**src/hw/rtl/cgp_div_cell.sv**
```systemverilog
// One restoring-division step: compares the shifted remainder with the divisor
// and emits one quotient bit. Carries the rest of the pixel request alongside.
module cgp_div_cell #(
  parameter int NUM_W = 28,
  parameter int DEN_W = 13,
  parameter int SIDE_W = 1
) (
  input  logic              clk,
  input  logic              en,
  input  logic [DEN_W:0]    rem_in,
  input  logic [NUM_W-1:0]  num_in,
  input  logic [NUM_W-1:0]  quo_in,
  input  logic [DEN_W-1:0]  den_in,
  input  logic [SIDE_W-1:0] side_in,
  output logic [DEN_W:0]    rem_out,
  output logic [NUM_W-1:0]  num_out,
  output logic [NUM_W-1:0]  quo_out,
  output logic [DEN_W-1:0]  den_out,
  output logic [SIDE_W-1:0] side_out
);
  logic [DEN_W+1:0] trial;
  logic [DEN_W+1:0] diff;
  logic             fits;

  always_comb begin
    trial = {rem_in, num_in[NUM_W-1]};
    diff  = trial - {2'b00, den_in};
    fits  = (trial >= {2'b00, den_in});
  end

  always_ff @(posedge clk) begin
    if (en) begin
      rem_out  <= fits ? diff[DEN_W:0] : trial[DEN_W:0];
      num_out  <= {num_in[NUM_W-2:0], 1'b0};
      quo_out  <= {quo_in[NUM_W-2:0], fits};
      den_out  <= den_in;
      side_out <= side_in;
    end
  end
endmodule

```
**config.mk**
```make
export PLATFORM = sky130hd
export DESIGN_NAME = cgp_div_cell
export DESIGN_NICKNAME = d
export VERILOG_FILES = /design/src/hw/rtl/cgp_div_cell.sv
export SDC_FILE = /design/constraint.sdc
export NUM_CORES = 1
export LEC_CHECK = 0
export BUFFER_PORTS_ARGS = -buffer_cell sky130_fd_sc_hd__buf_4
export CORE_MARGIN = 2
export CORE_UTILIZATION = 46
export CTS_BUF_LIST = sky130_fd_sc_hd__clkbuf_16
export DETAILED_ROUTE_END_ITERATION = 10
export PLACE_DENSITY = 0.8
export RECOVER_POWER = 50
export SYNTH_ARGS = -nofsm -noshare
export SYNTH_HDL_FRONTEND = slang
export SYNTH_SLANG_ARGS = --single-unit
export TNS_END_PERCENT = 10
```
**constraint.sdc**
```tcl
create_clock -name clk -period 3.1 [get_ports clk]
set_input_delay 0.465 -clock clk [delete_from_list [all_inputs] [get_ports clk]]
set_output_delay 0.465 -clock clk [all_outputs]
set_load 0.1 [all_outputs]
```
==> impl_metrics.ini <==
[run_status]
run_status = finished, violations left
failed_checks = capacitance limit, slew limit

[clocking]
clk_pin_slew_worst_paths_ps = 60
postCtsSetupBuffers = 0
cts-resized-gates = 0
cts_max_level = 3
holdBufCountCts = 0
clock_tree.root_cell = sky130_fd_sc_hd__clkbuf_16
cts_max_path_buffers = 2
tritoncts_clock_tree = yes
tritoncts.num_buffers = 9
number_of_sinks_handled_by_clock_tree_synthesis = 83

[detailed_routing]
ant_nets = 0
totalWireLength_mm = 7.91
drt-wirelength-per-cell_um = 16.2
total_via_count_in_the_routed_design = 2386
viasPerCell = 4.89
number_of_detailed_route_iterations_in_the_first_pass = 4
detailedRoute.firstIterationViolations = 97
dr_drc_count = 0

[synthesis]
synth_seq_area_share_pct = 72.3
synth_top_flop_cell = sky130_fd_sc_hd__edfxtp_1
dominant_combinational_cell_family_by_area_after_synthesis = compound AO/OA/AOI/OAI gates
synth_top_area_share_pct = 72.3
syn-instance-count = 205
multiplexer_share_of_the_synthesized_area_pct = 5.08
syn_area_per_cell_um2 = 16.8
synth.top_cells.by_area = sky130_fd_sc_hd__edfxtp_1 (72%), sky130_fd_sc_hd__ha_1 (5.1%), sky130_fd_sc_hd__mux2_4 (3.5%)
synth-xor-area-share_pct = 2.29
synth-adder-area-share_pct = 5.66
synth-simple-area-share_pct = 3.81
synthesis.nets = 306
yosysWarningCount = 0
number_of_synthesized_flops_with_an_enable_pin = 83
netlist_area_um2 = 3450
synth-compound-area-share_pct = 8.05
ys_seq_elements = 83
netlist.top_cell.by_area = sky130_fd_sc_hd__edfxtp_1
synth-async-reset-ratio_pct = 0
synth_cell_type_count = 40

[pwr]
power_per_unit_of_standard_cell_area_nw_per_um2 = 728
p_switching_mw = 1.38
pwr-share-comb_pct = 32.5
power.sequential.fraction_pct = 37.1
power.share.clock_pct = 30.4
power.ir.vdd_worst_uv = 312
internal_power_mw = 2.36
swShare_pct = 36.8
static_leak_nw = 2.20

[hold_path]
hp-start = quo_in[0]
min_path_type = input port to register

[sta]
layout_worst_path_cycle_share_pct = 85.4
slew_viol_final = 46
grt_setup_unrepaired = false
timing.final.setup_violations = 0
period_minus_slack_ps = 2650
max-slew-margin-rel_pct = -53.0
final_count_of_hold_timing_violations = 0
max_freq_mhz = 378
worst_slew_pin_slew_ps = 2290
whs_ps = 333
final.setup.tns_ps = 0

[grt]
antenna_violations_before_repair = 0
grt_overflow_total = 0
grt_start_max_net_pins = 46
first_global_vias = 2375
global_route_wire_length_before_repair_mm = 12.5
grt.total_usage_pct = 19.9

[die]
fp-row-count = 31
floorplan.io_pins = 170
floorplan.initialDensity_pct = 47.6
die_area_um2 = 8210
fp.dieH_um = 90.6
fp.dieW_um = 90.6
core_region_area_um2 = 7250

[worst_setup_path]
cp_data_arrival_time_ps = 2640
critical_path_peak_fanout = 45
start_kind = input port
worst-setup-path-type = input port to register
timing.critical_path.required_ps = 3100
crit_path_top_delay_cell = sky130_fd_sc_hd__clkbuf_1
top_cell_family_by_delay_on_the_critical_path = buffers and inverters
path_buf_inv = 2
cp-end-kind = register
crit_start = en
critPathMaxStageDelay_ps = 1600
path_cells = clkbuf_1 -> buf_4
worst_setup_path_endpoint = rem_out[4]
cp.depth = 2

[final_layout]
antenna-diode-count = 0
design.final.nets = 485
area.growth.synth_to_final_pct = 48.9
final_area_um2 = 5130
drive_gt1_share_pct = 51.7

[job]
max_cap_viols = 1

[placed_design]
detailed_place.area_um2 = 4830
port_buffers = 167
dp_hpwl_mm = 6.06
place.gp.congestion = 0.713
per-layer routing:
| metal | wire length (um) | up-vias | track usage, % |
|---|---|---|---|
| met3 | 636 | 7 | 7.18 |
| met4 | 83 | 0 | 5.77 |
| met2 | 4370 | 106 | 36.4 |
| li1 | - | 1137 | - |
| met5 | 0 | - | 0 |
| met1 | 2820 | 1136 | 21.4 |
power by group through the flow:
stage / registers (mW) / logic [mW] / clock network [mW]
3_3_place_gp: 1.41 / 1.22 / 0
6_report: 1.39 / 1.21 / 1.14
3_5_place_dp: 1.41 / 1.23 / 0
2_1_floorplan: 2.15 / 0.185 / 0
5_1_grt: 1.40 / 1.26 / 1.21
4_1_cts: 1.39 / 1.23 / 1.16
synth_stat cells, types with 2 or more instances:
master	instances
sky130_fd_sc_hd__a21o_1	3
sky130_fd_sc_hd__mux2_2	4
sky130_fd_sc_hd__mux2_4	8
sky130_fd_sc_hd__nor2_1	8
sky130_fd_sc_hd__xnor2_1	7
sky130_fd_sc_hd__a211oi_1	3
sky130_fd_sc_hd__ha_1	14
sky130_fd_sc_hd__nor3_1	2
sky130_fd_sc_hd__o21ai_1	2
sky130_fd_sc_hd__inv_1	18
sky130_fd_sc_hd__a31oi_1	3
sky130_fd_sc_hd__a21oi_1	6
sky130_fd_sc_hd__nand3_1	3
sky130_fd_sc_hd__edfxtp_1	83
sky130_fd_sc_hd__o21ai_0	6
sky130_fd_sc_hd__xor2_1	2
sky130_fd_sc_hd__nand2_1	10
worst min-delay path by stage:
stage               slack, ps          end  cells past startpoint
floorplan                 560   den_out[0]                      0
global placement          640   quo_out[5]                      1
detailed placement        640   quo_out[2]                      1
CTS                       300   quo_out[1]                      1
global route              320  num_out[23]                      1
finish                    330   quo_out[1]                      1
registers in the layout (all words and copies together), names as in the netlist:
name      flops
den_out      13
num_out      27
quo_out      28
rem_out      14
side_out      1
per-stage QoR:
stage	util (%)	setup WS, ps	instances	total power [mW]
2_1_floorplan	-	532	205	2.34
5_1_grt	70.8	221	488	3.86
4_1_cts	71.1	561	488	3.78
6_report	70.8	452	488	3.74
3_3_place_gp	66.6	251	472	2.62
3_5_place_dp	66.6	232	472	2.64
placed cells by master, fill, tap and decap left out, types with 2 or more instances in the layout:
master                        n
sky130_fd_sc_hd__xor2_1       2
sky130_fd_sc_hd__a21o_1       3
sky130_fd_sc_hd__nand2_1     10
sky130_fd_sc_hd__mux2_4       8
sky130_fd_sc_hd__a31oi_1      3
sky130_fd_sc_hd__inv_6        2
sky130_fd_sc_hd__clkbuf_1     5
sky130_fd_sc_hd__mux2_2       4
sky130_fd_sc_hd__edfxtp_1    83
sky130_fd_sc_hd__nor2_1       8
sky130_fd_sc_hd__inv_1       18
sky130_fd_sc_hd__buf_4      102
sky130_fd_sc_hd__nor3_1       2
sky130_fd_sc_hd__ha_1        14
sky130_fd_sc_hd__o21ai_0      6
sky130_fd_sc_hd__clkbuf_16    9
sky130_fd_sc_hd__xnor2_1      7
sky130_fd_sc_hd__a211oi_1     3
sky130_fd_sc_hd__bufinv_16    2
sky130_fd_sc_hd__clkbuf_4    64
sky130_fd_sc_hd__nand3_1      3
sky130_fd_sc_hd__a21oi_1      6
sky130_fd_sc_hd__o21ai_1      2
logic make-up after synthesis:
logic type	count (synthesis)
flip-flops	83
multiplexers	13
adder cells (fa/ha/maj)	15
AO/OA/AOI/OAI	36
AND/OR/NAND/NOR	27
XOR/XNOR	9
other	1
buffers and inverters	21
final cells by class:
cell class	count	area [um^2]
clock buffer	9	225
clock inverter	7	98.8
fill	475	2120
inverter	18	67.6
multi-input combinational	101	862
sequential	83	2490
tap	99	124
timing repair buffer	171	1260
Power figures use the tool's default switching activity.
